<file path="config.mk">
export PLATFORM = sky130hd
export DESIGN_NAME = imu_div
export DESIGN_NICKNAME = d
export VERILOG_FILES = /design/src/rtl/imu_pkg.sv /design/src/rtl/imu_div.sv
export SDC_FILE = /design/constraint.sdc
export NUM_CORES = 1
export LEC_CHECK = 0
export BUFFER_PORTS_ARGS = -buffer_cell sky130_fd_sc_hd__buf_2
export CAP_MARGIN = 20
export CORE_UTILIZATION = 51
export CTS_BUF_LIST = sky130_fd_sc_hd__clkbuf_4 sky130_fd_sc_hd__clkbuf_8 sky130_fd_sc_hd__clkbuf_16
export DETAILED_ROUTE_END_ITERATION = 16
export PLACE_DENSITY = 0.87
export SYNTH_ARGS = -nofsm -noshare
export SYNTH_HDL_FRONTEND = slang
export SYNTH_SLANG_ARGS = --single-unit
export TNS_END_PERCENT = 100
</file>
<file path="constraint.sdc">
create_clock -name i_clk -period 2.8 [get_ports i_clk]
set_input_delay 0.28 -clock i_clk [delete_from_list [all_inputs] [get_ports i_clk]]
set_output_delay 0.28 -clock i_clk [all_outputs]
set_load 0.005 [all_outputs]
</file>
<file path="src/rtl/imu_pkg.sv">
// Shared types, codes, arithmetic helpers and the sequencer program of the orientation filter.
package imu_pkg;

    // Register file address and word
    typedef logic [4:0]  t_ra;
    typedef logic [63:0] t_word;
    typedef logic [6:0]  t_pc;

    // Operation codes
    localparam logic [2:0] OP_MAC   = 3'd0;
    localparam logic [2:0] OP_SQRT  = 3'd1;
    localparam logic [2:0] OP_DIV   = 3'd2;
    localparam logic [2:0] OP_SKIPZ = 3'd3;
    localparam logic [2:0] OP_STQ   = 3'd4;
    localparam logic [2:0] OP_DONE  = 3'd5;

    // Rounding shift applied to a product before accumulation
    localparam logic [1:0] PR_0  = 2'd0;
    localparam logic [1:0] PR_12 = 2'd1;
    localparam logic [1:0] PR_16 = 2'd2;
    localparam logic [1:0] PR_30 = 2'd3;

    // Shift applied to the finished sum
    localparam logic [1:0] PO_NONE = 2'd0;
    localparam logic [1:0] PO_R6   = 2'd1;
    localparam logic [1:0] PO_R13  = 2'd2;
    localparam logic [1:0] PO_L30  = 2'd3;

    // Term weights
    localparam logic [2:0] CF_P1 = 3'd0;
    localparam logic [2:0] CF_M1 = 3'd1;
    localparam logic [2:0] CF_P2 = 3'd2;
    localparam logic [2:0] CF_M2 = 3'd3;
    localparam logic [2:0] CF_P4 = 3'd4;
    localparam logic [2:0] CF_M4 = 3'd5;
    localparam logic [2:0] CF_P8 = 3'd6;

    // Saturation limits
    localparam logic [1:0] SAT_NONE = 2'd0;
    localparam logic [1:0] SAT_S36  = 2'd1;
    localparam logic [1:0] SAT_SN   = 2'd2;
    localparam logic [1:0] SAT_QN   = 2'd3;

    // Numerator scaling for divisions
    localparam logic [1:0] DK_45 = 2'd0;
    localparam logic [1:0] DK_24 = 2'd1;
    localparam logic [1:0] DK_30 = 2'd2;

    // Register file map
    localparam t_ra R_G0   = 5'd0;
    localparam t_ra R_G1   = 5'd1;
    localparam t_ra R_G2   = 5'd2;
    localparam t_ra R_AX   = 5'd3;
    localparam t_ra R_AY   = 5'd4;
    localparam t_ra R_AZ   = 5'd5;
    localparam t_ra R_DT   = 5'd6;
    localparam t_ra R_BETA = 5'd7;
    localparam t_ra R_Q0   = 5'd8;
    localparam t_ra R_Q1   = 5'd9;
    localparam t_ra R_Q2   = 5'd10;
    localparam t_ra R_Q3   = 5'd11;
    localparam t_ra R_SUM  = 5'd12;
    localparam t_ra R_NORM = 5'd13;
    localparam t_ra R_AN0  = 5'd14;  // normalized accel, later half rates
    localparam t_ra R_AN1  = 5'd15;
    localparam t_ra R_AN2  = 5'd16;
    localparam t_ra R_Q00  = 5'd17;  // q0 squared, later half rate 3
    localparam t_ra R_Q11  = 5'd18;
    localparam t_ra R_Q22  = 5'd19;
    localparam t_ra R_Q33  = 5'd20;
    localparam t_ra R_S0   = 5'd21;  // gradient, later rate
    localparam t_ra R_S1   = 5'd22;
    localparam t_ra R_S2   = 5'd23;
    localparam t_ra R_S3   = 5'd24;
    localparam t_ra R_W0   = 5'd25;  // Q24 gradient, normalized gradient, new q
    localparam t_ra R_W1   = 5'd26;
    localparam t_ra R_W2   = 5'd27;
    localparam t_ra R_W3   = 5'd28;
    localparam t_ra R_ONE  = 5'd29;

    // Index of the last input load step, which writes the unit constant
    localparam logic [3:0] LOAD_LAST = 4'd12;

    typedef struct packed {
        logic [2:0] op;
        t_ra        ra;
        t_ra        rb;
        t_ra        rd;
        logic [1:0] pre;
        logic [1:0] post;
        logic [2:0] coef;
        logic       first;
        logic       last;
        logic [1:0] sat;
        logic [1:0] dk;
    } t_uop;

    // Divide by 2^k, rounded to nearest, ties away from zero
    function automatic logic signed [79:0] rnd_shr(input logic signed [79:0] v,
                                                  input logic [4:0] k);
        logic        neg;
        logic [79:0] m;
        neg = v[79];
        m   = neg ? 80'(-v) : 80'(v);
        if (k != 5'd0) begin
            m = (m + (80'd1 << (k - 5'd1))) >> k;
        end
        return neg ? -$signed(m) : $signed(m);
    endfunction

    // Symmetric clamp
    function automatic logic signed [79:0] sat_v(input logic signed [79:0] v,
                                                input logic [1:0] c);
        logic signed [79:0] lim;
        case (c)
            SAT_S36: lim = (80'sd1 <<< 36) - 80'sd1;
            SAT_SN:  lim = 80'sd1 <<< 31;
            SAT_QN:  lim = (80'sd1 <<< 31) - 80'sd1;
            default: lim = 80'sd0;
        endcase
        if (c == SAT_NONE) begin
            return v;
        end
        if (v > lim) begin
            return lim;
        end
        if (v < -lim) begin
            return -lim;
        end
        return v;
    endfunction

    function automatic t_uop u_mac(input t_ra a, input t_ra b, input logic [1:0] pre,
                                   input logic [2:0] cf, input logic f, input logic l,
                                   input logic [1:0] po, input logic [1:0] st,
                                   input t_ra d);
        t_uop u;
        u       = '0;
        u.op    = OP_MAC;
        u.ra    = a;
        u.rb    = b;
        u.pre   = pre;
        u.coef  = cf;
        u.first = f;
        u.last  = l;
        u.post  = po;
        u.sat   = st;
        u.rd    = d;
        return u;
    endfunction

    function automatic t_uop u_op(input logic [2:0] op, input t_ra a, input t_ra b,
                                  input t_ra d, input logic [1:0] st, input logic [1:0] dk);
        t_uop u;
        u     = '0;
        u.op  = op;
        u.ra  = a;
        u.rb  = b;
        u.rd  = d;
        u.sat = st;
        u.dk  = dk;
        return u;
    endfunction

    // Filter program
    function automatic t_uop ucode(input t_pc pc);
        t_uop u;
        case (pc)
            // accel norm and zero test
            7'd0:  u = u_mac(R_AX, R_AX, PR_0, CF_P1, 1'b1, 1'b0, PO_NONE, SAT_NONE, R_SUM);
            7'd1:  u = u_mac(R_AY, R_AY, PR_0, CF_P1, 1'b0, 1'b0, PO_NONE, SAT_NONE, R_SUM);
            7'd2:  u = u_mac(R_AZ, R_AZ, PR_0, CF_P1, 1'b0, 1'b1, PO_L30, SAT_NONE, R_SUM);
            7'd3:  u = u_op(OP_SKIPZ, R_SUM, R_SUM, R_SUM, SAT_NONE, DK_45);
            7'd4:  u = u_op(OP_SQRT, R_SUM, R_SUM, R_NORM, SAT_NONE, DK_45);
            7'd5:  u = u_op(OP_DIV, R_AX, R_NORM, R_AN0, SAT_NONE, DK_45);
            7'd6:  u = u_op(OP_DIV, R_AY, R_NORM, R_AN1, SAT_NONE, DK_45);
            7'd7:  u = u_op(OP_DIV, R_AZ, R_NORM, R_AN2, SAT_NONE, DK_45);
            // squares of q
            7'd8:  u = u_mac(R_Q0, R_Q0, PR_30, CF_P1, 1'b1, 1'b1, PO_NONE, SAT_NONE, R_Q00);
            7'd9:  u = u_mac(R_Q1, R_Q1, PR_30, CF_P1, 1'b1, 1'b1, PO_NONE, SAT_NONE, R_Q11);
            7'd10: u = u_mac(R_Q2, R_Q2, PR_30, CF_P1, 1'b1, 1'b1, PO_NONE, SAT_NONE, R_Q22);
            7'd11: u = u_mac(R_Q3, R_Q3, PR_30, CF_P1, 1'b1, 1'b1, PO_NONE, SAT_NONE, R_Q33);
            // gradient s0
            7'd12: u = u_mac(R_Q0, R_Q22, PR_30, CF_P4, 1'b1, 1'b0, PO_NONE, SAT_S36, R_S0);
            7'd13: u = u_mac(R_Q2, R_AN0, PR_30, CF_P2, 1'b0, 1'b0, PO_NONE, SAT_S36, R_S0);
            7'd14: u = u_mac(R_Q0, R_Q11, PR_30, CF_P4, 1'b0, 1'b0, PO_NONE, SAT_S36, R_S0);
            7'd15: u = u_mac(R_Q1, R_AN1, PR_30, CF_M2, 1'b0, 1'b1, PO_NONE, SAT_S36, R_S0);
            // gradient s1
            7'd16: u = u_mac(R_Q1, R_Q33, PR_30, CF_P4, 1'b1, 1'b0, PO_NONE, SAT_S36, R_S1);
            7'd17: u = u_mac(R_Q3, R_AN0, PR_30, CF_M2, 1'b0, 1'b0, PO_NONE, SAT_S36, R_S1);
            7'd18: u = u_mac(R_Q00, R_Q1, PR_30, CF_P4, 1'b0, 1'b0, PO_NONE, SAT_S36, R_S1);
            7'd19: u = u_mac(R_Q0, R_AN1, PR_30, CF_M2, 1'b0, 1'b0, PO_NONE, SAT_S36, R_S1);
            7'd20: u = u_mac(R_Q1, R_ONE, PR_0, CF_M4, 1'b0, 1'b0, PO_NONE, SAT_S36, R_S1);
            7'd21: u = u_mac(R_Q1, R_Q11, PR_30, CF_P8, 1'b0, 1'b0, PO_NONE, SAT_S36, R_S1);
            7'd22: u = u_mac(R_Q1, R_Q22, PR_30, CF_P8, 1'b0, 1'b0, PO_NONE, SAT_S36, R_S1);
            7'd23: u = u_mac(R_Q1, R_AN2, PR_30, CF_P4, 1'b0, 1'b1, PO_NONE, SAT_S36, R_S1);
            // gradient s2
            7'd24: u = u_mac(R_Q00, R_Q2, PR_30, CF_P4, 1'b1, 1'b0, PO_NONE, SAT_S36, R_S2);
            7'd25: u = u_mac(R_Q0, R_AN0, PR_30, CF_P2, 1'b0, 1'b0, PO_NONE, SAT_S36, R_S2);
            7'd26: u = u_mac(R_Q2, R_Q33, PR_30, CF_P4, 1'b0, 1'b0, PO_NONE, SAT_S36, R_S2);
            7'd27: u = u_mac(R_Q3, R_AN1, PR_30, CF_M2, 1'b0, 1'b0, PO_NONE, SAT_S36, R_S2);
            7'd28: u = u_mac(R_Q2, R_ONE, PR_0, CF_M4, 1'b0, 1'b0, PO_NONE, SAT_S36, R_S2);
            7'd29: u = u_mac(R_Q2, R_Q11, PR_30, CF_P8, 1'b0, 1'b0, PO_NONE, SAT_S36, R_S2);
            7'd30: u = u_mac(R_Q2, R_Q22, PR_30, CF_P8, 1'b0, 1'b0, PO_NONE, SAT_S36, R_S2);
            7'd31: u = u_mac(R_Q2, R_AN2, PR_30, CF_P4, 1'b0, 1'b1, PO_NONE, SAT_S36, R_S2);
            // gradient s3
            7'd32: u = u_mac(R_Q11, R_Q3, PR_30, CF_P4, 1'b1, 1'b0, PO_NONE, SAT_S36, R_S3);
            7'd33: u = u_mac(R_Q1, R_AN0, PR_30, CF_M2, 1'b0, 1'b0, PO_NONE, SAT_S36, R_S3);
            7'd34: u = u_mac(R_Q22, R_Q3, PR_30, CF_P4, 1'b0, 1'b0, PO_NONE, SAT_S36, R_S3);
            7'd35: u = u_mac(R_Q2, R_AN1, PR_30, CF_M2, 1'b0, 1'b1, PO_NONE, SAT_S36, R_S3);
            // gradient in Q24
            7'd36: u = u_mac(R_S0, R_ONE, PR_0, CF_P1, 1'b1, 1'b1, PO_R6, SAT_NONE, R_W0);
            7'd37: u = u_mac(R_S1, R_ONE, PR_0, CF_P1, 1'b1, 1'b1, PO_R6, SAT_NONE, R_W1);
            7'd38: u = u_mac(R_S2, R_ONE, PR_0, CF_P1, 1'b1, 1'b1, PO_R6, SAT_NONE, R_W2);
            7'd39: u = u_mac(R_S3, R_ONE, PR_0, CF_P1, 1'b1, 1'b1, PO_R6, SAT_NONE, R_W3);
            // gradient norm
            7'd40: u = u_mac(R_W0, R_W0, PR_0, CF_P1, 1'b1, 1'b0, PO_NONE, SAT_NONE, R_SUM);
            7'd41: u = u_mac(R_W1, R_W1, PR_0, CF_P1, 1'b0, 1'b0, PO_NONE, SAT_NONE, R_SUM);
            7'd42: u = u_mac(R_W2, R_W2, PR_0, CF_P1, 1'b0, 1'b0, PO_NONE, SAT_NONE, R_SUM);
            7'd43: u = u_mac(R_W3, R_W3, PR_0, CF_P1, 1'b0, 1'b1, PO_NONE, SAT_NONE, R_SUM);
            7'd44: u = u_op(OP_SQRT, R_SUM, R_SUM, R_NORM, SAT_NONE, DK_24);
            // normalized gradient, a zero norm passes the term through
            7'd45: u = u_op(OP_DIV, R_S0, R_NORM, R_W0, SAT_SN, DK_24);
            7'd46: u = u_op(OP_DIV, R_S1, R_NORM, R_W1, SAT_SN, DK_24);
            7'd47: u = u_op(OP_DIV, R_S2, R_NORM, R_W2, SAT_SN, DK_24);
            7'd48: u = u_op(OP_DIV, R_S3, R_NORM, R_W3, SAT_SN, DK_24);
            // gyro half rates
            7'd49: u = u_mac(R_Q1, R_G0, PR_0, CF_M1, 1'b1, 1'b0, PO_R13, SAT_NONE, R_AN0);
            7'd50: u = u_mac(R_Q2, R_G1, PR_0, CF_M1, 1'b0, 1'b0, PO_R13, SAT_NONE, R_AN0);
            7'd51: u = u_mac(R_Q3, R_G2, PR_0, CF_M1, 1'b0, 1'b1, PO_R13, SAT_NONE, R_AN0);
            7'd52: u = u_mac(R_Q0, R_G0, PR_0, CF_P1, 1'b1, 1'b0, PO_R13, SAT_NONE, R_AN1);
            7'd53: u = u_mac(R_Q2, R_G2, PR_0, CF_P1, 1'b0, 1'b0, PO_R13, SAT_NONE, R_AN1);
            7'd54: u = u_mac(R_Q3, R_G1, PR_0, CF_M1, 1'b0, 1'b1, PO_R13, SAT_NONE, R_AN1);
            7'd55: u = u_mac(R_Q0, R_G1, PR_0, CF_P1, 1'b1, 1'b0, PO_R13, SAT_NONE, R_AN2);
            7'd56: u = u_mac(R_Q1, R_G2, PR_0, CF_M1, 1'b0, 1'b0, PO_R13, SAT_NONE, R_AN2);
            7'd57: u = u_mac(R_Q3, R_G0, PR_0, CF_P1, 1'b0, 1'b1, PO_R13, SAT_NONE, R_AN2);
            7'd58: u = u_mac(R_Q0, R_G2, PR_0, CF_P1, 1'b1, 1'b0, PO_R13, SAT_NONE, R_Q00);
            7'd59: u = u_mac(R_Q1, R_G1, PR_0, CF_P1, 1'b0, 1'b0, PO_R13, SAT_NONE, R_Q00);
            7'd60: u = u_mac(R_Q2, R_G0, PR_0, CF_M1, 1'b0, 1'b1, PO_R13, SAT_NONE, R_Q00);
            // rate minus weighted correction
            7'd61: u = u_mac(R_AN0, R_ONE, PR_0, CF_P1, 1'b1, 1'b0, PO_NONE, SAT_NONE, R_S0);
            7'd62: u = u_mac(R_BETA, R_W0, PR_12, CF_M1, 1'b0, 1'b1, PO_NONE, SAT_NONE, R_S0);
            7'd63: u = u_mac(R_AN1, R_ONE, PR_0, CF_P1, 1'b1, 1'b0, PO_NONE, SAT_NONE, R_S1);
            7'd64: u = u_mac(R_BETA, R_W1, PR_12, CF_M1, 1'b0, 1'b1, PO_NONE, SAT_NONE, R_S1);
            7'd65: u = u_mac(R_AN2, R_ONE, PR_0, CF_P1, 1'b1, 1'b0, PO_NONE, SAT_NONE, R_S2);
            7'd66: u = u_mac(R_BETA, R_W2, PR_12, CF_M1, 1'b0, 1'b1, PO_NONE, SAT_NONE, R_S2);
            7'd67: u = u_mac(R_Q00, R_ONE, PR_0, CF_P1, 1'b1, 1'b0, PO_NONE, SAT_NONE, R_S3);
            7'd68: u = u_mac(R_BETA, R_W3, PR_12, CF_M1, 1'b0, 1'b1, PO_NONE, SAT_NONE, R_S3);
            // integrate over the time step
            7'd69: u = u_mac(R_Q0, R_ONE, PR_0, CF_P1, 1'b1, 1'b0, PO_NONE, SAT_QN, R_W0);
            7'd70: u = u_mac(R_S0, R_DT, PR_16, CF_P1, 1'b0, 1'b1, PO_NONE, SAT_QN, R_W0);
            7'd71: u = u_mac(R_Q1, R_ONE, PR_0, CF_P1, 1'b1, 1'b0, PO_NONE, SAT_QN, R_W1);
            7'd72: u = u_mac(R_S1, R_DT, PR_16, CF_P1, 1'b0, 1'b1, PO_NONE, SAT_QN, R_W1);
            7'd73: u = u_mac(R_Q2, R_ONE, PR_0, CF_P1, 1'b1, 1'b0, PO_NONE, SAT_QN, R_W2);
            7'd74: u = u_mac(R_S2, R_DT, PR_16, CF_P1, 1'b0, 1'b1, PO_NONE, SAT_QN, R_W2);
            7'd75: u = u_mac(R_Q3, R_ONE, PR_0, CF_P1, 1'b1, 1'b0, PO_NONE, SAT_QN, R_W3);
            7'd76: u = u_mac(R_S3, R_DT, PR_16, CF_P1, 1'b0, 1'b1, PO_NONE, SAT_QN, R_W3);
            // renormalize
            7'd77: u = u_mac(R_W0, R_W0, PR_0, CF_P1, 1'b1, 1'b0, PO_NONE, SAT_NONE, R_SUM);
            7'd78: u = u_mac(R_W1, R_W1, PR_0, CF_P1, 1'b0, 1'b0, PO_NONE, SAT_NONE, R_SUM);
            7'd79: u = u_mac(R_W2, R_W2, PR_0, CF_P1, 1'b0, 1'b0, PO_NONE, SAT_NONE, R_SUM);
            7'd80: u = u_mac(R_W3, R_W3, PR_0, CF_P1, 1'b0, 1'b1, PO_NONE, SAT_NONE, R_SUM);
            7'd81: u = u_op(OP_SQRT, R_SUM, R_SUM, R_NORM, SAT_NONE, DK_30);
            7'd82: u = u_op(OP_SKIPZ, R_NORM, R_NORM, R_NORM, SAT_NONE, DK_30);
            7'd83: u = u_op(OP_DIV, R_W0, R_NORM, R_Q0, SAT_QN, DK_30);
            7'd84: u = u_op(OP_DIV, R_W1, R_NORM, R_Q1, SAT_QN, DK_30);
            7'd85: u = u_op(OP_DIV, R_W2, R_NORM, R_Q2, SAT_QN, DK_30);
            7'd86: u = u_op(OP_DIV, R_W3, R_NORM, R_Q3, SAT_QN, DK_30);
            // commit orientation
            7'd87: u = u_op(OP_STQ, R_Q0, R_Q0, 5'd0, SAT_NONE, DK_30);
            7'd88: u = u_op(OP_STQ, R_Q1, R_Q1, 5'd1, SAT_NONE, DK_30);
            7'd89: u = u_op(OP_STQ, R_Q2, R_Q2, 5'd2, SAT_NONE, DK_30);
            7'd90: u = u_op(OP_STQ, R_Q3, R_Q3, 5'd3, SAT_NONE, DK_30);
            default: u = u_op(OP_DONE, R_Q0, R_Q0, R_Q0, SAT_NONE, DK_30);
        endcase
        return u;
    endfunction

endpackage

</file>
<file path="src/rtl/imu_div.sv">
// Restoring divider, one quotient bit per cycle, 33-bit quotient.
module imu_div
    import imu_pkg::*;
(
    input  logic        i_clk,
    input  logic        i_rst_n,
    input  logic        i_start,
    input  logic [63:0] i_dividend,
    input  logic [31:0] i_divisor,
    output logic        o_done,
    output logic [32:0] o_quot
);

    logic        r_busy;
    logic        r_done;
    logic [5:0]  r_cnt;
    logic [31:0] r_rem;
    logic [32:0] r_num;
    logic [32:0] r_quo;
    logic [31:0] r_den;
    logic [32:0] w_sh;
    logic        w_ge;

    // trial subtract
    assign w_sh = {r_rem, r_num[32]};
    assign w_ge = w_sh >= {1'b0, r_den};

    // control
    always_ff @(posedge i_clk) begin
        if (!i_rst_n) begin
            r_busy <= 1'b0;
            r_done <= 1'b0;
            r_cnt  <= '0;
        end else begin
            r_done <= 1'b0;
            if (i_start) begin
                r_busy <= 1'b1;
                r_cnt  <= 6'd33;
            end else if (r_busy) begin
                r_cnt <= r_cnt - 6'd1;
                if (r_cnt == 6'd1) begin
                    r_busy <= 1'b0;
                    r_done <= 1'b1;
                end
            end
        end
    end

    // datapath, the top bits of the dividend are known to lie below the divisor
    always_ff @(posedge i_clk) begin
        if (i_start) begin
            r_rem <= {1'b0, i_dividend[63:33]};
            r_num <= i_dividend[32:0];
            r_quo <= '0;
            r_den <= i_divisor;
        end else if (r_busy) begin
            r_rem <= w_ge ? 32'(w_sh - {1'b0, r_den}) : w_sh[31:0];
            r_num <= {r_num[31:0], 1'b0};
            r_quo <= {r_quo[31:0], w_ge};
        end
    end

    assign o_done = r_done;
    assign o_quot = r_quo;

endmodule

</file>
**Yosys cells after proc, flatten, opt, wreduce, memory -nomap -nowiden**

Index checks and enable logic that the tools add are counted.

- Input port bits: 99
- Output and inout port bits: 34
- Register bits: 138
- Word-level logic and storage cells: 29

- Bitwise logic cells: 2
- Mux-type cells: 11
- Equality and inequality tests: 1
- Reduce and logical (&&, ||, !) cells: 3
- Magnitude comparators: 1
- Add/sub/neg operators: 2

Operators with widths:

| kind | number |
|---|---|
| 33-bit 2-to-1 mux | 2 |
| 31-bit 2-to-1 mux | 2 |
| 33-bit by 32-bit greater-or-equal comparator with 1-bit output | 1 |
| 32-bit 2-to-1 mux | 1 |
| 32-bit subtractor | 1 |
| 6-bit 2-to-1 mux | 2 |
| 6-bit by 1-bit equality test with 1-bit output, second input constant | 1 |
| 6-bit by 1-bit subtractor with 6-bit output, second input constant | 1 |
| 1-bit 2-to-1 mux | 4 |
| 3-bit OR reduction | 1 |
| 1-bit inverter | 2 |
| 2-bit nonzero test | 1 |
| 2-bit OR reduction | 1 |

**Longest topological paths before layout**

- Word-level depth: 4
- Depth in mapped cells: 13

**Worst setup path after synthesis**

OpenSTA, ideal clock, no wires.

- Path kind: register to register
- Start: register r_rem[7]
- End: register r_rem[11], data pin
- Path buffers: 3
- Stages on the path, launching flop included: 13
- Arrival time: 2.510 ns
- Library setup time: 0.270 ns
- Period minus slack after synthesis: 2.780 ns
- Slack: 0.020 ns
- Path through: edfxtp_1 > ha_1 > buf_6 > a21o_1 > a221oi_2 > o21ba_2 > nand2_2 > a221o_4 > a21o_1 > buf_6 > buf_6 > mux2i_1 > a21oi_1

- Longest elaborated chain between the ends: 4
- Elaborated cells between the ends (all ways): 5

Ends and longest elaborated chain:

| element | RTL line | text |
|---|---|---|
| from (decl) | imu_div.sv:17 | `logic [31:0] r_rem;` |
| from (signal assigned) | imu_div.sv:52 | `r_rem <= {1'b0, i_dividend[63:33]};` |
| from (signal assigned) | imu_div.sv:57 | `r_rem <= w_ge ? 32'(w_sh - {1'b0, r_den}) : w_sh[31:0];` |
| 32-bit subtractor / 33-bit by 32-bit greater-or-equal comparator with 1-bit output (equally long branches) | imu_div.sv:57, imu_div.sv:26 |  |
| 32-bit 2-to-1 mux * | imu_div.sv:57 |  |
| 31-bit 2-to-1 mux * | imu_div.sv:56 | `end else if (r_busy) begin` |
| 31-bit 2-to-1 mux * | imu_div.sv:51 | `if (i_start) begin` |

Every way passes the cells marked *; elsewhere a longest branch is shown, timed or not. The select of a mux whose other input is x is not followed.
A chain may end at the register's enable or synchronous reset.

**Worst setup path in the final report**

- Start: register r_rem[21]
- End: register r_rem[10], data pin

- Longest elaborated chain between the ends: 4

Ends and longest elaborated chain:

| element | RTL line | text |
|---|---|---|
| 33-bit by 32-bit greater-or-equal comparator with 1-bit output | imu_div.sv:26 | `assign w_ge = w_sh >= {1'b0, r_den};` |
| 32-bit 2-to-1 mux | imu_div.sv:57 |  |
| 31-bit 2-to-1 mux | imu_div.sv:56 |  |
| 31-bit 2-to-1 mux | imu_div.sv:51 |  |

Every way passes these cells. The select of a mux whose other input is x is not followed.

==> results.json <==
{
  "grt_pass1_vias": 5822,
  "rsz0062_at_grt": "true",
  "die_w_um": 122,
  "avgSynthCellArea_um2": 11.1,
  "path_clk_slew_ns": 0.06,
  "grt_pass1_wl_um": 26900,
  "setup_ws_ns": -0.107,
  "row_count": 43,
  "regArea_mm2": 0.00372,
  "status": "finished, violations left",
  "vdd_ir_drop_max_mv": 0.600,
  "setup_tns_ns": -0.548,
  "p_leak_nw": 4.08,
  "initial_core_util": 0.523,
  "avgViaCountPerCell": 5.55,
  "finalHoldViolations": 0,
  "ctsLongestPathBuffers": 2,
  "gp_congestion": 0.871,
  "synth_cell_types": 61,
  "failed_checks": "setup timing",
  "setup_viol": 14,
  "worstReg2RegStart": "r_rem[21]$_DFFE_PP_",
  "synth_warnings": 0,
  "ys_top_cells_by_area": "edfxtp_1 40%, dfxtp_1 12%, mux2i_1 7.1%, ha_1 5.8%, mux2_2 5.1%",
  "wire_per_inst_um": 16.7,
  "yosysSeqAreaShare": 0.511,
  "fin_crit_ns": 2.91,
  "p_per_area_mw_per_mm2": 826,
  "ys_ff_latch": 138,
  "hp-start": "i_divisor[27]",
  "antenna_found_initial": 1,
  "synth_edf_count": 96,
  "period_share": 1.04,
  "diodes": 0,
  "fill_cells": 999,
  "relSlewSlack": 0.604,
  "startpoint": "r_rem[21]$_DFFE_PP_",
  "routed-via-count": 5753,
  "fmax_mhz": 344,
  "cts_buffers": 17,
  "crit_arrival_ns": 3.07,
  "holdCritPathClass": "in -> reg",
  "die-area_mm2": 0.0148,
  "syn-cell-area_mm2": 0.00729,
  "synth_top_area_cell": "edfxtp_1",
  "ant_nets": 0,
  "worstMarginPinSlew_ns": 0.593,
  "multi_input_area_mm2": 0.00350,
  "track_usage": 0.235,
  "grt_max_degree": 116,
  "dr.pass1.iters": 6,
  "cts_tree": "done",
  "maxCapViolCount": 0,
  "critical_path_class": "reg -> reg",
  "coreArea_mm2": 0.0139,
  "cts-root-buf": "clkbuf_16",
  "drtIter0Drc": 514,
  "final_max_slew_viol_count": 0,
  "drc": 0,
  "timing.hold.ws_ns": 0.0359,
  "overflow": 0,
  "fin_nets": 977,
  "area_delta_synth_final_pct": 29.0,
  "die_h_um": 122,
  "cp_max_fo": 10,
  "synth.net_count": 794,
  "final_cell_mix": "131 x buf_2, 96 x edfxtp_1, 75 x nor2_1",
  "layout_commonest_cell": "buf_2",
  "postRouteWirelength_um": 17300,
  "layout-drive-gt1-share": 0.362,
  "start_kind": "register",
  "synth_ff_type": "edfxtp_1",
  "hpwlAfterDp_um": 11000,
  "synth-async-reset-ratio": 0,
  "required_ns": 2.96,
  "clk_latency_ns": 0.42,
  "synth_top_cell_area_share": 0.395,
  "synthCells": 660,
  "fin_skew_ns": 0.0124,
  "portBuffers": 132,
  "cts_sinks": 138,
  "io_pins": 133,
  "cp-end-kind": "register",
  "h-tree-depth": 4
}
-- critical path, stage by stage, from the launching register on --
cell and delay, ns:
edfxtp_1 0.42, ha_1 0.37, a21oi_1 0.17, o21ai_1 0.12, a211o_1 0.35, a221o_4 0.48
a21o_4 0.25, buf_12 0.15, nor3_1 0.30, nor4_4 0.05
-- final timing paths --
path	endpoint	slack, ns	cells past startpoint
max reg2reg	r_rem[10]$_DFFE_PP_	-0.11	9
max	r_rem[10]$_DFFE_PP_	-0.11	9
min reg2reg	r_cnt[1]$_SDFFE_PP0P_	0.52	2
min	r_den[27]$_DFFE_PP_	0.04	1
-- state kept, by name (all words and copies together) (netlist names) --
register  flops
o_quot       33
r_num        33
r_den        32
r_rem        32
r_cnt         6
o_done        1
r_busy        1
-- synth_stat cells (2+ instances only) --
cell,n
edfxtp_1,96
nor2_1,75
mux2i_1,52
a21oi_1,50
dfxtp_1,42
inv_1,41
ha_1,34
mux2_2,33
nand2_1,30
a21o_1,18
o21ai_0,18
xnor2_1,18
buf_1,12
clkbuf_1,12
nor3_1,11
a31oi_1,10
xor2_1,10
nand3_1,8
nand4_1,8
a211oi_1,7
nand2b_1,6
or2_2,5
a21boi_0,4
and2_1,4
buf_6,4
nor4_1,4
and3_1,3
nor3b_1,3
o211ai_1,3
a2111oi_0,2
a211o_1,2
a2bb2oi_1,2
and4_1,2
o21a_1,2
o21bai_1,2
o31ai_1,2
-- where the power goes --
group          internal [mW]  switching (mW)  total [mW]
logic                   1.46            1.49        2.94
registers               2.48           0.127        2.61
clock network           1.33           0.897        2.22
total                   5.27            2.51        7.78
-- metrics by stage --
| stage | utilization | instances | power (mW) | setup WS (ns) | instance area, um^2 |
|---|---|---|---|---|---|
| 3_3_place_gp | 0.605 | 988 | 5.03 | -0.00864 | 8430 |
| 3_5_place_dp | 0.605 | 988 | 5.11 | -0.0989 | 8430 |
| 2_1_floorplan | - | 660 | 4.34 | 0.0200 | 7290 |
| 6_report | 0.675 | 1036 | 7.78 | -0.107 | 9410 |
| 4_1_cts | 0.661 | 1027 | 7.50 | -0.0360 | 9210 |
| 5_1_grt | 0.675 | 1036 | 8.16 | -0.194 | 9410 |
-- area by class of cell --
| class | instances | area share |
|---|---|---|
| clock buffer | 22 | 0.0548 |
| clock inverter | 10 | 0.00824 |
| inverter | 42 | 0.0168 |
| multi-input combinational | 450 | 0.372 |
| sequential | 138 | 0.396 |
| tap | 180 | 0.0239 |
| timing repair buffer | 194 | 0.129 |
-- logic make-up (layout without fill, tap and decap cells) --
group           count (synthesis)  count (layout)  synth area share
xor+xnor                       28              28            0.0336
mux                            85              85             0.122
buf+inv                        72             268            0.0419
simple gates                  164             164             0.104
flops                         138             138             0.511
fa+ha+maj                      35              35            0.0611
compound gates                138             138             0.126
-- per-layer routing --
metal  share of wire  up-vias  routed length, um  track usage
li1                -     2769                  -            -
met1            0.42     2739               7230        0.270
met2            0.49      204               8490        0.402
met3           0.067       41               1170       0.0768
met4           0.024        0                414       0.0980
met5               0        -                  0            0
-- what timing repair did --
item | CTS | global route
buffers inserted | 7 | 9
pin swaps | 18 | 28
setup endpoints to repair | 32 | 33
hold buffers | 0 | 0
resized for setup | 27 | 34
hold endpoints to repair | 0 | 0
Note: power is estimated with default switching activity, not from simulation.
