===== config.mk =====
export PLATFORM = sky130hd
export DESIGN_NAME = imu_sqrt
export DESIGN_NICKNAME = d
export VERILOG_FILES = /design/src/rtl/imu_pkg.sv /design/src/rtl/imu_sqrt.sv
export SDC_FILE = /design/constraint.sdc
export NUM_CORES = 1
export LEC_CHECK = 0
export ABC_CLOCK_PERIOD_IN_PS = 10800
export BUFFER_PORTS_ARGS = -buffer_cell sky130_fd_sc_hd__buf_2
export CORE_MARGIN = 2
export CORE_UTILIZATION = 33
export CTS_CLUSTER_SIZE = 20
export DETAILED_ROUTE_END_ITERATION = 8
export PLACE_DENSITY_LB_ADDON = 0.15
export SLEW_MARGIN = 10
export SYNTH_ARGS = -nofsm -noshare
export SYNTH_HDL_FRONTEND = slang
export SYNTH_SLANG_ARGS = --single-unit
export TNS_END_PERCENT = 30

===== constraint.sdc =====
create_clock -name i_clk -period 10.8 [get_ports i_clk]
set_input_delay 1.62 -clock i_clk [delete_from_list [all_inputs] [get_ports i_clk]]
set_output_delay 1.62 -clock i_clk [all_outputs]
set_load 0.005 [all_outputs]

===== src/rtl/imu_pkg.sv =====
// Shared types, codes, arithmetic helpers and the sequencer program of the orientation filter.
package imu_pkg;

    // Register file address and word
    typedef logic [4:0]  t_ra;
    typedef logic [63:0] t_word;
    typedef logic [6:0]  t_pc;

    // Operation codes
    localparam logic [2:0] OP_MAC   = 3'd0;
    localparam logic [2:0] OP_SQRT  = 3'd1;
    localparam logic [2:0] OP_DIV   = 3'd2;
    localparam logic [2:0] OP_SKIPZ = 3'd3;
    localparam logic [2:0] OP_STQ   = 3'd4;
    localparam logic [2:0] OP_DONE  = 3'd5;

    // Rounding shift applied to a product before accumulation
    localparam logic [1:0] PR_0  = 2'd0;
    localparam logic [1:0] PR_12 = 2'd1;
    localparam logic [1:0] PR_16 = 2'd2;
    localparam logic [1:0] PR_30 = 2'd3;

    // Shift applied to the finished sum
    localparam logic [1:0] PO_NONE = 2'd0;
    localparam logic [1:0] PO_R6   = 2'd1;
    localparam logic [1:0] PO_R13  = 2'd2;
    localparam logic [1:0] PO_L30  = 2'd3;

    // Term weights
    localparam logic [2:0] CF_P1 = 3'd0;
    localparam logic [2:0] CF_M1 = 3'd1;
    localparam logic [2:0] CF_P2 = 3'd2;
    localparam logic [2:0] CF_M2 = 3'd3;
    localparam logic [2:0] CF_P4 = 3'd4;
    localparam logic [2:0] CF_M4 = 3'd5;
    localparam logic [2:0] CF_P8 = 3'd6;

    // Saturation limits
    localparam logic [1:0] SAT_NONE = 2'd0;
    localparam logic [1:0] SAT_S36  = 2'd1;
    localparam logic [1:0] SAT_SN   = 2'd2;
    localparam logic [1:0] SAT_QN   = 2'd3;

    // Numerator scaling for divisions
    localparam logic [1:0] DK_45 = 2'd0;
    localparam logic [1:0] DK_24 = 2'd1;
    localparam logic [1:0] DK_30 = 2'd2;

    // Register file map
    localparam t_ra R_G0   = 5'd0;
    localparam t_ra R_G1   = 5'd1;
    localparam t_ra R_G2   = 5'd2;
    localparam t_ra R_AX   = 5'd3;
    localparam t_ra R_AY   = 5'd4;
    localparam t_ra R_AZ   = 5'd5;
    localparam t_ra R_DT   = 5'd6;
    localparam t_ra R_BETA = 5'd7;
    localparam t_ra R_Q0   = 5'd8;
    localparam t_ra R_Q1   = 5'd9;
    localparam t_ra R_Q2   = 5'd10;
    localparam t_ra R_Q3   = 5'd11;
    localparam t_ra R_SUM  = 5'd12;
    localparam t_ra R_NORM = 5'd13;
    localparam t_ra R_AN0  = 5'd14;  // normalized accel, later half rates
    localparam t_ra R_AN1  = 5'd15;
    localparam t_ra R_AN2  = 5'd16;
    localparam t_ra R_Q00  = 5'd17;  // q0 squared, later half rate 3
    localparam t_ra R_Q11  = 5'd18;
    localparam t_ra R_Q22  = 5'd19;
    localparam t_ra R_Q33  = 5'd20;
    localparam t_ra R_S0   = 5'd21;  // gradient, later rate
    localparam t_ra R_S1   = 5'd22;
    localparam t_ra R_S2   = 5'd23;
    localparam t_ra R_S3   = 5'd24;
    localparam t_ra R_W0   = 5'd25;  // Q24 gradient, normalized gradient, new q
    localparam t_ra R_W1   = 5'd26;
    localparam t_ra R_W2   = 5'd27;
    localparam t_ra R_W3   = 5'd28;
    localparam t_ra R_ONE  = 5'd29;

    // Index of the last input load step, which writes the unit constant
    localparam logic [3:0] LOAD_LAST = 4'd12;

    typedef struct packed {
        logic [2:0] op;
        t_ra        ra;
        t_ra        rb;
        t_ra        rd;
        logic [1:0] pre;
        logic [1:0] post;
        logic [2:0] coef;
        logic       first;
        logic       last;
        logic [1:0] sat;
        logic [1:0] dk;
    } t_uop;

    // Divide by 2^k, rounded to nearest, ties away from zero
    function automatic logic signed [79:0] rnd_shr(input logic signed [79:0] v,
                                                  input logic [4:0] k);
        logic        neg;
        logic [79:0] m;
        neg = v[79];
        m   = neg ? 80'(-v) : 80'(v);
        if (k != 5'd0) begin
            m = (m + (80'd1 << (k - 5'd1))) >> k;
        end
        return neg ? -$signed(m) : $signed(m);
    endfunction

    // Symmetric clamp
    function automatic logic signed [79:0] sat_v(input logic signed [79:0] v,
                                                input logic [1:0] c);
        logic signed [79:0] lim;
        case (c)
            SAT_S36: lim = (80'sd1 <<< 36) - 80'sd1;
            SAT_SN:  lim = 80'sd1 <<< 31;
            SAT_QN:  lim = (80'sd1 <<< 31) - 80'sd1;
            default: lim = 80'sd0;
        endcase
        if (c == SAT_NONE) begin
            return v;
        end
        if (v > lim) begin
            return lim;
        end
        if (v < -lim) begin
            return -lim;
        end
        return v;
    endfunction

    function automatic t_uop u_mac(input t_ra a, input t_ra b, input logic [1:0] pre,
                                   input logic [2:0] cf, input logic f, input logic l,
                                   input logic [1:0] po, input logic [1:0] st,
                                   input t_ra d);
        t_uop u;
        u       = '0;
        u.op    = OP_MAC;
        u.ra    = a;
        u.rb    = b;
        u.pre   = pre;
        u.coef  = cf;
        u.first = f;
        u.last  = l;
        u.post  = po;
        u.sat   = st;
        u.rd    = d;
        return u;
    endfunction

    function automatic t_uop u_op(input logic [2:0] op, input t_ra a, input t_ra b,
                                  input t_ra d, input logic [1:0] st, input logic [1:0] dk);
        t_uop u;
        u     = '0;
        u.op  = op;
        u.ra  = a;
        u.rb  = b;
        u.rd  = d;
        u.sat = st;
        u.dk  = dk;
        return u;
    endfunction

    // Filter program
    function automatic t_uop ucode(input t_pc pc);
        t_uop u;
        case (pc)
            // accel norm and zero test
            7'd0:  u = u_mac(R_AX, R_AX, PR_0, CF_P1, 1'b1, 1'b0, PO_NONE, SAT_NONE, R_SUM);
            7'd1:  u = u_mac(R_AY, R_AY, PR_0, CF_P1, 1'b0, 1'b0, PO_NONE, SAT_NONE, R_SUM);
            7'd2:  u = u_mac(R_AZ, R_AZ, PR_0, CF_P1, 1'b0, 1'b1, PO_L30, SAT_NONE, R_SUM);
            7'd3:  u = u_op(OP_SKIPZ, R_SUM, R_SUM, R_SUM, SAT_NONE, DK_45);
            7'd4:  u = u_op(OP_SQRT, R_SUM, R_SUM, R_NORM, SAT_NONE, DK_45);
            7'd5:  u = u_op(OP_DIV, R_AX, R_NORM, R_AN0, SAT_NONE, DK_45);
            7'd6:  u = u_op(OP_DIV, R_AY, R_NORM, R_AN1, SAT_NONE, DK_45);
            7'd7:  u = u_op(OP_DIV, R_AZ, R_NORM, R_AN2, SAT_NONE, DK_45);
            // squares of q
            7'd8:  u = u_mac(R_Q0, R_Q0, PR_30, CF_P1, 1'b1, 1'b1, PO_NONE, SAT_NONE, R_Q00);
            7'd9:  u = u_mac(R_Q1, R_Q1, PR_30, CF_P1, 1'b1, 1'b1, PO_NONE, SAT_NONE, R_Q11);
            7'd10: u = u_mac(R_Q2, R_Q2, PR_30, CF_P1, 1'b1, 1'b1, PO_NONE, SAT_NONE, R_Q22);
            7'd11: u = u_mac(R_Q3, R_Q3, PR_30, CF_P1, 1'b1, 1'b1, PO_NONE, SAT_NONE, R_Q33);
            // gradient s0
            7'd12: u = u_mac(R_Q0, R_Q22, PR_30, CF_P4, 1'b1, 1'b0, PO_NONE, SAT_S36, R_S0);
            7'd13: u = u_mac(R_Q2, R_AN0, PR_30, CF_P2, 1'b0, 1'b0, PO_NONE, SAT_S36, R_S0);
            7'd14: u = u_mac(R_Q0, R_Q11, PR_30, CF_P4, 1'b0, 1'b0, PO_NONE, SAT_S36, R_S0);
            7'd15: u = u_mac(R_Q1, R_AN1, PR_30, CF_M2, 1'b0, 1'b1, PO_NONE, SAT_S36, R_S0);
            // gradient s1
            7'd16: u = u_mac(R_Q1, R_Q33, PR_30, CF_P4, 1'b1, 1'b0, PO_NONE, SAT_S36, R_S1);
            7'd17: u = u_mac(R_Q3, R_AN0, PR_30, CF_M2, 1'b0, 1'b0, PO_NONE, SAT_S36, R_S1);
            7'd18: u = u_mac(R_Q00, R_Q1, PR_30, CF_P4, 1'b0, 1'b0, PO_NONE, SAT_S36, R_S1);
            7'd19: u = u_mac(R_Q0, R_AN1, PR_30, CF_M2, 1'b0, 1'b0, PO_NONE, SAT_S36, R_S1);
            7'd20: u = u_mac(R_Q1, R_ONE, PR_0, CF_M4, 1'b0, 1'b0, PO_NONE, SAT_S36, R_S1);
            7'd21: u = u_mac(R_Q1, R_Q11, PR_30, CF_P8, 1'b0, 1'b0, PO_NONE, SAT_S36, R_S1);
            7'd22: u = u_mac(R_Q1, R_Q22, PR_30, CF_P8, 1'b0, 1'b0, PO_NONE, SAT_S36, R_S1);
            7'd23: u = u_mac(R_Q1, R_AN2, PR_30, CF_P4, 1'b0, 1'b1, PO_NONE, SAT_S36, R_S1);
            // gradient s2
            7'd24: u = u_mac(R_Q00, R_Q2, PR_30, CF_P4, 1'b1, 1'b0, PO_NONE, SAT_S36, R_S2);
            7'd25: u = u_mac(R_Q0, R_AN0, PR_30, CF_P2, 1'b0, 1'b0, PO_NONE, SAT_S36, R_S2);
            7'd26: u = u_mac(R_Q2, R_Q33, PR_30, CF_P4, 1'b0, 1'b0, PO_NONE, SAT_S36, R_S2);
            7'd27: u = u_mac(R_Q3, R_AN1, PR_30, CF_M2, 1'b0, 1'b0, PO_NONE, SAT_S36, R_S2);
            7'd28: u = u_mac(R_Q2, R_ONE, PR_0, CF_M4, 1'b0, 1'b0, PO_NONE, SAT_S36, R_S2);
            7'd29: u = u_mac(R_Q2, R_Q11, PR_30, CF_P8, 1'b0, 1'b0, PO_NONE, SAT_S36, R_S2);
            7'd30: u = u_mac(R_Q2, R_Q22, PR_30, CF_P8, 1'b0, 1'b0, PO_NONE, SAT_S36, R_S2);
            7'd31: u = u_mac(R_Q2, R_AN2, PR_30, CF_P4, 1'b0, 1'b1, PO_NONE, SAT_S36, R_S2);
            // gradient s3
            7'd32: u = u_mac(R_Q11, R_Q3, PR_30, CF_P4, 1'b1, 1'b0, PO_NONE, SAT_S36, R_S3);
            7'd33: u = u_mac(R_Q1, R_AN0, PR_30, CF_M2, 1'b0, 1'b0, PO_NONE, SAT_S36, R_S3);
            7'd34: u = u_mac(R_Q22, R_Q3, PR_30, CF_P4, 1'b0, 1'b0, PO_NONE, SAT_S36, R_S3);
            7'd35: u = u_mac(R_Q2, R_AN1, PR_30, CF_M2, 1'b0, 1'b1, PO_NONE, SAT_S36, R_S3);
            // gradient in Q24
            7'd36: u = u_mac(R_S0, R_ONE, PR_0, CF_P1, 1'b1, 1'b1, PO_R6, SAT_NONE, R_W0);
            7'd37: u = u_mac(R_S1, R_ONE, PR_0, CF_P1, 1'b1, 1'b1, PO_R6, SAT_NONE, R_W1);
            7'd38: u = u_mac(R_S2, R_ONE, PR_0, CF_P1, 1'b1, 1'b1, PO_R6, SAT_NONE, R_W2);
            7'd39: u = u_mac(R_S3, R_ONE, PR_0, CF_P1, 1'b1, 1'b1, PO_R6, SAT_NONE, R_W3);
            // gradient norm
            7'd40: u = u_mac(R_W0, R_W0, PR_0, CF_P1, 1'b1, 1'b0, PO_NONE, SAT_NONE, R_SUM);
            7'd41: u = u_mac(R_W1, R_W1, PR_0, CF_P1, 1'b0, 1'b0, PO_NONE, SAT_NONE, R_SUM);
            7'd42: u = u_mac(R_W2, R_W2, PR_0, CF_P1, 1'b0, 1'b0, PO_NONE, SAT_NONE, R_SUM);
            7'd43: u = u_mac(R_W3, R_W3, PR_0, CF_P1, 1'b0, 1'b1, PO_NONE, SAT_NONE, R_SUM);
            7'd44: u = u_op(OP_SQRT, R_SUM, R_SUM, R_NORM, SAT_NONE, DK_24);
            // normalized gradient, a zero norm passes the term through
            7'd45: u = u_op(OP_DIV, R_S0, R_NORM, R_W0, SAT_SN, DK_24);
            7'd46: u = u_op(OP_DIV, R_S1, R_NORM, R_W1, SAT_SN, DK_24);
            7'd47: u = u_op(OP_DIV, R_S2, R_NORM, R_W2, SAT_SN, DK_24);
            7'd48: u = u_op(OP_DIV, R_S3, R_NORM, R_W3, SAT_SN, DK_24);
            // gyro half rates
            7'd49: u = u_mac(R_Q1, R_G0, PR_0, CF_M1, 1'b1, 1'b0, PO_R13, SAT_NONE, R_AN0);
            7'd50: u = u_mac(R_Q2, R_G1, PR_0, CF_M1, 1'b0, 1'b0, PO_R13, SAT_NONE, R_AN0);
            7'd51: u = u_mac(R_Q3, R_G2, PR_0, CF_M1, 1'b0, 1'b1, PO_R13, SAT_NONE, R_AN0);
            7'd52: u = u_mac(R_Q0, R_G0, PR_0, CF_P1, 1'b1, 1'b0, PO_R13, SAT_NONE, R_AN1);
            7'd53: u = u_mac(R_Q2, R_G2, PR_0, CF_P1, 1'b0, 1'b0, PO_R13, SAT_NONE, R_AN1);
            7'd54: u = u_mac(R_Q3, R_G1, PR_0, CF_M1, 1'b0, 1'b1, PO_R13, SAT_NONE, R_AN1);
            7'd55: u = u_mac(R_Q0, R_G1, PR_0, CF_P1, 1'b1, 1'b0, PO_R13, SAT_NONE, R_AN2);
            7'd56: u = u_mac(R_Q1, R_G2, PR_0, CF_M1, 1'b0, 1'b0, PO_R13, SAT_NONE, R_AN2);
            7'd57: u = u_mac(R_Q3, R_G0, PR_0, CF_P1, 1'b0, 1'b1, PO_R13, SAT_NONE, R_AN2);
            7'd58: u = u_mac(R_Q0, R_G2, PR_0, CF_P1, 1'b1, 1'b0, PO_R13, SAT_NONE, R_Q00);
            7'd59: u = u_mac(R_Q1, R_G1, PR_0, CF_P1, 1'b0, 1'b0, PO_R13, SAT_NONE, R_Q00);
            7'd60: u = u_mac(R_Q2, R_G0, PR_0, CF_M1, 1'b0, 1'b1, PO_R13, SAT_NONE, R_Q00);
            // rate minus weighted correction
            7'd61: u = u_mac(R_AN0, R_ONE, PR_0, CF_P1, 1'b1, 1'b0, PO_NONE, SAT_NONE, R_S0);
            7'd62: u = u_mac(R_BETA, R_W0, PR_12, CF_M1, 1'b0, 1'b1, PO_NONE, SAT_NONE, R_S0);
            7'd63: u = u_mac(R_AN1, R_ONE, PR_0, CF_P1, 1'b1, 1'b0, PO_NONE, SAT_NONE, R_S1);
            7'd64: u = u_mac(R_BETA, R_W1, PR_12, CF_M1, 1'b0, 1'b1, PO_NONE, SAT_NONE, R_S1);
            7'd65: u = u_mac(R_AN2, R_ONE, PR_0, CF_P1, 1'b1, 1'b0, PO_NONE, SAT_NONE, R_S2);
            7'd66: u = u_mac(R_BETA, R_W2, PR_12, CF_M1, 1'b0, 1'b1, PO_NONE, SAT_NONE, R_S2);
            7'd67: u = u_mac(R_Q00, R_ONE, PR_0, CF_P1, 1'b1, 1'b0, PO_NONE, SAT_NONE, R_S3);
            7'd68: u = u_mac(R_BETA, R_W3, PR_12, CF_M1, 1'b0, 1'b1, PO_NONE, SAT_NONE, R_S3);
            // integrate over the time step
            7'd69: u = u_mac(R_Q0, R_ONE, PR_0, CF_P1, 1'b1, 1'b0, PO_NONE, SAT_QN, R_W0);
            7'd70: u = u_mac(R_S0, R_DT, PR_16, CF_P1, 1'b0, 1'b1, PO_NONE, SAT_QN, R_W0);
            7'd71: u = u_mac(R_Q1, R_ONE, PR_0, CF_P1, 1'b1, 1'b0, PO_NONE, SAT_QN, R_W1);
            7'd72: u = u_mac(R_S1, R_DT, PR_16, CF_P1, 1'b0, 1'b1, PO_NONE, SAT_QN, R_W1);
            7'd73: u = u_mac(R_Q2, R_ONE, PR_0, CF_P1, 1'b1, 1'b0, PO_NONE, SAT_QN, R_W2);
            7'd74: u = u_mac(R_S2, R_DT, PR_16, CF_P1, 1'b0, 1'b1, PO_NONE, SAT_QN, R_W2);
            7'd75: u = u_mac(R_Q3, R_ONE, PR_0, CF_P1, 1'b1, 1'b0, PO_NONE, SAT_QN, R_W3);
            7'd76: u = u_mac(R_S3, R_DT, PR_16, CF_P1, 1'b0, 1'b1, PO_NONE, SAT_QN, R_W3);
            // renormalize
            7'd77: u = u_mac(R_W0, R_W0, PR_0, CF_P1, 1'b1, 1'b0, PO_NONE, SAT_NONE, R_SUM);
            7'd78: u = u_mac(R_W1, R_W1, PR_0, CF_P1, 1'b0, 1'b0, PO_NONE, SAT_NONE, R_SUM);
            7'd79: u = u_mac(R_W2, R_W2, PR_0, CF_P1, 1'b0, 1'b0, PO_NONE, SAT_NONE, R_SUM);
            7'd80: u = u_mac(R_W3, R_W3, PR_0, CF_P1, 1'b0, 1'b1, PO_NONE, SAT_NONE, R_SUM);
            7'd81: u = u_op(OP_SQRT, R_SUM, R_SUM, R_NORM, SAT_NONE, DK_30);
            7'd82: u = u_op(OP_SKIPZ, R_NORM, R_NORM, R_NORM, SAT_NONE, DK_30);
            7'd83: u = u_op(OP_DIV, R_W0, R_NORM, R_Q0, SAT_QN, DK_30);
            7'd84: u = u_op(OP_DIV, R_W1, R_NORM, R_Q1, SAT_QN, DK_30);
            7'd85: u = u_op(OP_DIV, R_W2, R_NORM, R_Q2, SAT_QN, DK_30);
            7'd86: u = u_op(OP_DIV, R_W3, R_NORM, R_Q3, SAT_QN, DK_30);
            // commit orientation
            7'd87: u = u_op(OP_STQ, R_Q0, R_Q0, 5'd0, SAT_NONE, DK_30);
            7'd88: u = u_op(OP_STQ, R_Q1, R_Q1, 5'd1, SAT_NONE, DK_30);
            7'd89: u = u_op(OP_STQ, R_Q2, R_Q2, 5'd2, SAT_NONE, DK_30);
            7'd90: u = u_op(OP_STQ, R_Q3, R_Q3, 5'd3, SAT_NONE, DK_30);
            default: u = u_op(OP_DONE, R_Q0, R_Q0, R_Q0, SAT_NONE, DK_30);
        endcase
        return u;
    endfunction

endpackage


===== src/rtl/imu_sqrt.sv =====
// Integer square root of a 64-bit value, one result bit per cycle.
module imu_sqrt
    import imu_pkg::*;
(
    input  logic        i_clk,
    input  logic        i_rst_n,
    input  logic        i_start,
    input  logic [63:0] i_val,
    output logic        o_done,
    output logic [31:0] o_root
);

    logic        r_busy;
    logic        r_done;
    logic [63:0] r_v;
    logic [63:0] r_res;
    logic [63:0] r_bit;
    logic [63:0] w_try;

    assign w_try = r_res + r_bit;

    // control: 32 steps, the last one with the lowest bit
    always_ff @(posedge i_clk) begin
        if (!i_rst_n) begin
            r_busy <= 1'b0;
            r_done <= 1'b0;
        end else begin
            r_done <= 1'b0;
            if (i_start) begin
                r_busy <= 1'b1;
            end else if (r_busy && r_bit == 64'd1) begin
                r_busy <= 1'b0;
                r_done <= 1'b1;
            end
        end
    end

    // digit-by-digit root
    always_ff @(posedge i_clk) begin
        if (i_start) begin
            r_v   <= i_val;
            r_res <= '0;
            r_bit <= 64'd1 << 62;
        end else if (r_busy) begin
            if (r_v >= w_try) begin
                r_v   <= r_v - w_try;
                r_res <= (r_res >> 1) + r_bit;
            end else begin
                r_res <= r_res >> 1;
            end
            r_bit <= r_bit >> 2;
        end
    end

    assign o_done = r_done;
    assign o_root = r_res[31:0];

endmodule


* Yosys cells after proc, flatten, opt, wreduce, memory -nomap -nowiden
Index checks and enable logic that the tools add are counted.
** Storage, ports and cells
- Input bits :: 67
- Flip-flop bits (word level) :: 162
- Word-level logic and storage cells :: 24
- Output and inout port bits :: 33
** Cells by class
- Magnitude comparators :: 1
- $add $sub $neg :: 3
- Eq/ne operators :: 1
- Bitwise operators :: 1
- Multiplexer cells :: 7
- Reductions and logical operators :: 6
** Operators by type and width (count)
- 64-bit 2-to-1 mux :: 4
- 63-bit by 63-bit adder with 64-bit output :: 1
- 64-bit by 63-bit adder with 64-bit output :: 1
- 64-bit greater-or-equal comparator :: 1
- 64-bit subtractor :: 1
- 32-bit by 1-bit equality test with 1-bit output, second input constant :: 1
- 2-bit nonzero test :: 3
- 1-bit 2-to-1 mux :: 3
- 2-bit AND reduction :: 1
- 2-bit OR reduction :: 1
- 1-bit logical AND :: 1
- 1-bit NOT :: 1

* Depth between registers and ports, before layout
- Word-level depth :: 5
- Mapped depth :: 25
- Gate-level depth less buffers :: 23

* Worst setup path after synthesis
OpenSTA, ideal clock, no wires.
- Path kind :: register to register
- From :: reg r_res[2]
- To :: reg r_v[0] (enable)
- Library setup time :: 574 ps
- Arrival time :: 8852 ps
- Data required time :: 10226 ps
- Path buffers :: 3
- Clock period less this slack :: 9426 ps
- Setup slack :: 1374 ps
- Cell stages (with the launch flop) :: 23
- Path through :: dfxtp_1 ha_1 a31oi_1 o21bai_1 a31oi_1 o21ai_1 a2111oi_2 o21ai_0 nand2_1 o21bai_1 xnor2_1 ha_1 buf_2 nand4_1 or2_1 nor2_1 nand2_1 a2111oi_2 o31ai_2 a21o_2 buf_6 buf_4 o21ai_0
** Between the ends
- Cells in the longest elaborated chain, start to end :: 4
** Ends and longest elaborated chain
- start, declared :: line imu_sqrt.sv:16 : logic [63:0] r_res;
- start signal, assigned :: line imu_sqrt.sv:47 : r_res <= (r_res >> 1) + r_bit;
- start signal, assigned :: line imu_sqrt.sv:49 : r_res <= r_res >> 1;
- 64-bit by 63-bit adder with 64-bit output :: line imu_sqrt.sv:20 : assign w_try = r_res + r_bit;
- 64-bit greater-or-equal comparator :: line imu_sqrt.sv:45 : if (r_v >= w_try) begin
- 2-bit nonzero test (no line)
- 2-bit AND reduction (no line)
- end signal, assigned :: line imu_sqrt.sv:41 : r_v <= i_val;
- end signal, assigned :: line imu_sqrt.sv:46 : r_v <= r_v - w_try;
- end, declared :: line imu_sqrt.sv:15 : logic [63:0] r_v;
No other way between the ends.
A chain may end at the register's enable or synchronous reset.

* Worst setup path in the final report
- From :: reg r_res[2]
- To :: reg r_v[3] (enable)
The elaborated chain is that of the path after synthesis.

==> results.txt <==
The final clock period utilization by the worst path was 0.6521; the total of hold buffers inserted after clock tree synthesis was 0. The count of endpoints failing hold in the final timing report came out at 0. The detail route stage leaves a number of antenna-violating nets equal to 0.

In this run the clock root is driven by a clkbuf_16. Detailed placement ended at an HPWL of 37.33 mm. The tools report the cell-internal power as 2.199 mW. The leakage dissipation is 6.233 nW, and the worst slew margin relative to its limit is 0.2354.

The floorplan die area was 0.04786 sq mm; the power density over the cells was 264.4 mW/mm^2. Area of the placeable core: 0.04548 sq mm. For this run, the leading register cell type out of synthesis is dfxtp_1. The routed design could run at a clock period as short as 7.043 ns. The number of register bits inferred by synthesis is 162, and the post-synthesis net count is 2137.

In this run the power spent charging and discharging nets is 2.139 mW. By area the synthesized netlist is led by dfxtp_1 (13%), edfxtp_1 (13%), ha_1 (11%). The share of final-layout standard cells stronger than drive strength 1 is 0.09871. VDD sags by at most 0.1401 mV. In this run the cell area of the synthesized design comes to 0.01522 sq mm. Using the TritonRoute via totals, the vias-per-cell ratio works out to 5.635.

The multiplexer share of the synthesized area is 0.02926, and the data required time at the worst endpoint is 10.93 ns. The maximum fanout along the worst path came out at 50. After synthesis, the most frequently instantiated cells are nand2_1 (233), nor2_1 (174), o21ai_0 (163). After detailed routing, the average wire length per cell comes to 19.38 um. After clock tree synthesis, the setup repair step added 0 buffers.

The worst setup path is of the flip-flop to flip-flop kind. Setup violations remaining at the end of the flow were counted as 0. The portion of synthesized cell area occupied by the leading cell type came out at 0.1289. For the warning count from the yosys run, the log shows 0. The arithmetic-cell share of the synthesized area counting full adders, half adders and majority gates is 0.1082, and the portion of total power attributed to sequential cells is 0.237. The net switching share of the total power came out at 0.4930. The run finished with clean final reports.

The final layout contains 2120 nets. The width of the die is 218.8 um. For the number of H-tree levels, the log shows 4.

Derived from the worst setup path, the maximum achievable clock frequency is 142.0 MHz. The worst setup path is launched from a flip-flop. The placer congestion estimate is 0.9389, and the total clock sinks is 162. The tightest min-delay check is of the flip-flop to flip-flop type. The effective utilization at floorplan was 0.3347.

The largest family of logic cells by synthesized area is compound AO/OA/AOI/OAI gates. The average footprint of a synthesized cell is 7.850 sq um, and the total count of max-transition violations in the final report is 0. Port buffering added 99 buffers. The tools report the setup TNS after final layout as 0 ns. At the worst endpoint, the arrival time is 7.17 ns. The fraction of power consumed by combinational cells was 0.618. Yosys mapped a number of flops with a built-in enable equal to 64. The worst setup path is captured at a flip-flop.

Row generation in the floorplan step produced 78 rows. For the synthesized instance count, the log shows 1939. The tools report the instance area at placement as 0.01583 sq mm.

In the post-synthesis netlist, the cell with the most instances is nand2_1. Sequential area share after synthesis: 0.2551. For this run, the detailed router's first-pass iteration total came to 5. The clock share of power is 0.145, and the quantity of gates resized following cts is 0.

The footprint of the multi-input gates was 0.01046 sq mm; the transition at the pin with the smallest max-transition slack was 1.146 ns. Counting the buffers created by CTS gives 17. The tools report the number of antenna repair diodes as 0.

The share of async-settable or async-resettable flops after synthesis is 0, and the max-cap violation count is 0. The number of primary I/O pins came out at 100. The fraction of the mapped netlist area in simple logic gates came out at 0.1959. The tools report the combined flip-flop and latch cell area as 0.003887 sq mm. The area growth from synthesis to final layout is 7.801%, and the vertical die dimension is 218.8 um. Cell taking the most area after synthesis: dfxtp_1. The fraction of the mapped netlist area in compound gates works out to 0.2715. The tools report the detailed-route DRC error count as 0.

The tools report the via count of the first global-routing pass as 13690. For this run the aggregate overflow at the end of global routing stands at 0. After clock tree synthesis, the clock-pin slew on the worst setup and hold paths is 0.06 ns. Setup repair after global routing left no endpoint under its margin.

The total global-route track usage came out at 0.2084. The finished cells cover 0.01641 sq mm. Entering global routing, the biggest net connects 102 pins. The detailed router finished its first iteration with 1100 violations. After filler insertion, the fill cell instance count of the layout stands at 4889. Yosys mapped the design onto 85 distinct sky130hd cell types. The logs give 77.46 mm for the wire length of the first global-routing pass and 0.51 ns for the worst-skew pair later-pin latency.

TritonCTS built the clock tree. Between clock sinks in the finished design, the worst skew comes to 0.01592 ns. The longest clock path from root to sink contains 2 buffers.

The minimum hold slack was 0.5101 ns; the number of antenna violations at the first check in global routing was 0. The tools report the vias after detailed routing as 14280. The xor/xnor share of the synthesized area is 0.08113. The final wirelength came out at 49.14 mm.
[per-stage QoR]
stage                     worst slack, ns  total power [mW]  cells    util
after floorplan                     1.374             3.076   1939       -
after global placement              3.930             3.689   2503  0.3481
after detailed placement            3.691             3.695   2503  0.3481
after CTS                           3.655             4.353   2535  0.3608
after global routing                3.265             4.689   2535  0.3608
final                               3.757             4.338   2535  0.3608
[power groups by stage]
stage | combinational [mW] | sequential, mW | clock (mW)
finish | 2.68 | 1.03 | 0.631
global route | 2.96 | 1.05 | 0.673
CTS | 2.67 | 1.03 | 0.654
detailed placement | 2.65 | 1.04 | 0
global placement | 2.65 | 1.04 | 0
floorplan | 2.11 | 0.970 | 0
[logic make-up after synthesis]
logic type      after synthesis
compound gates              630
xor+xnor                    141
fa+ha+maj                   131
buf+inv                     189
flops                       162
mux                          44
simple gates                642
[routing by layer]
metal  vias up  wire (um)  global-route usage
met3        47       2209             0.04172
met2       276      22060              0.3283
met5         -          0                   0
met1      6847      23760              0.2832
li1       7114          -                   -
met4         0       1112             0.07095
[critical path, cell delays in order, from the launching register on]
cell	delay [ns]
dfxtp_1	0.42
ha_1	0.31
a31oi_1	0.31
o21bai_1	0.14
a31oi_1	0.45
o21ai_1	0.29
a2111oi_2	0.68
o21ai_0	0.32
nand2_1	0.18
o21bai_1	0.09
xnor2_1	0.15
ha_1	0.44
nand4_1	0.16
or2_1	0.30
nor2_1	0.14
nand2_1	0.10
a2111oi_2	0.32
o31ai_2	0.14
a21o_2	0.43
o21ai_4	0.55
buf_4	0.65
[sequential cells by signal, indices dropped and copies added (netlist names)]
name	count
r_busy	1
r_bit	32
r_res	64
o_done	1
r_v	64
[path summary, 6_finish.rpt]
path            start       end  cells past startpoint  slack [ns]
max          r_res[2]    r_v[3]                     20        3.76
min          r_res[0]  r_res[0]                      2        0.51
max reg2reg  r_res[2]    r_v[3]                     20        3.76
min reg2reg  r_res[0]  r_res[0]                      2        0.51
[cell type report]
cell class	count	area share
repair buffers	107	0.03424
clock buffers	20	0.02913
flip-flops and latches	162	0.2369
inverters	46	0.01052
multi-input cells	1588	0.6374
clock inverters	12	0.006024
well taps	600	0.04575
[cell usage in the layout (no fill, tap or decap), types with 14 or more instances in the layout]
cell / synthesis / routed
nor2b_1: 19 / 19
inv_1: 45 / 45
o21bai_1: 33 / 33
nand3_1: 30 / 30
edfxtp_1: 64 / 64
ha_1: 130 / 130
a21o_1: 53 / 53
nor2_1: 174 / 174
clkbuf_16: 0 / 18
or3_1: 23 / 23
buf_2: 14 / 98
a211oi_1: 26 / 26
a311oi_1: 19 / 19
a21oi_1: 126 / 126
nand2_1: 233 / 233
a31o_2: 14 / 14
a31oi_1: 63 / 63
o21ai_0: 163 / 162
mux2i_1: 40 / 40
dfxtp_1: 98 / 97
nand4_1: 53 / 53
xor2_1: 67 / 67
nor3_1: 37 / 37
xnor2_1: 74 / 74
Power figures use the tool's default switching activity.
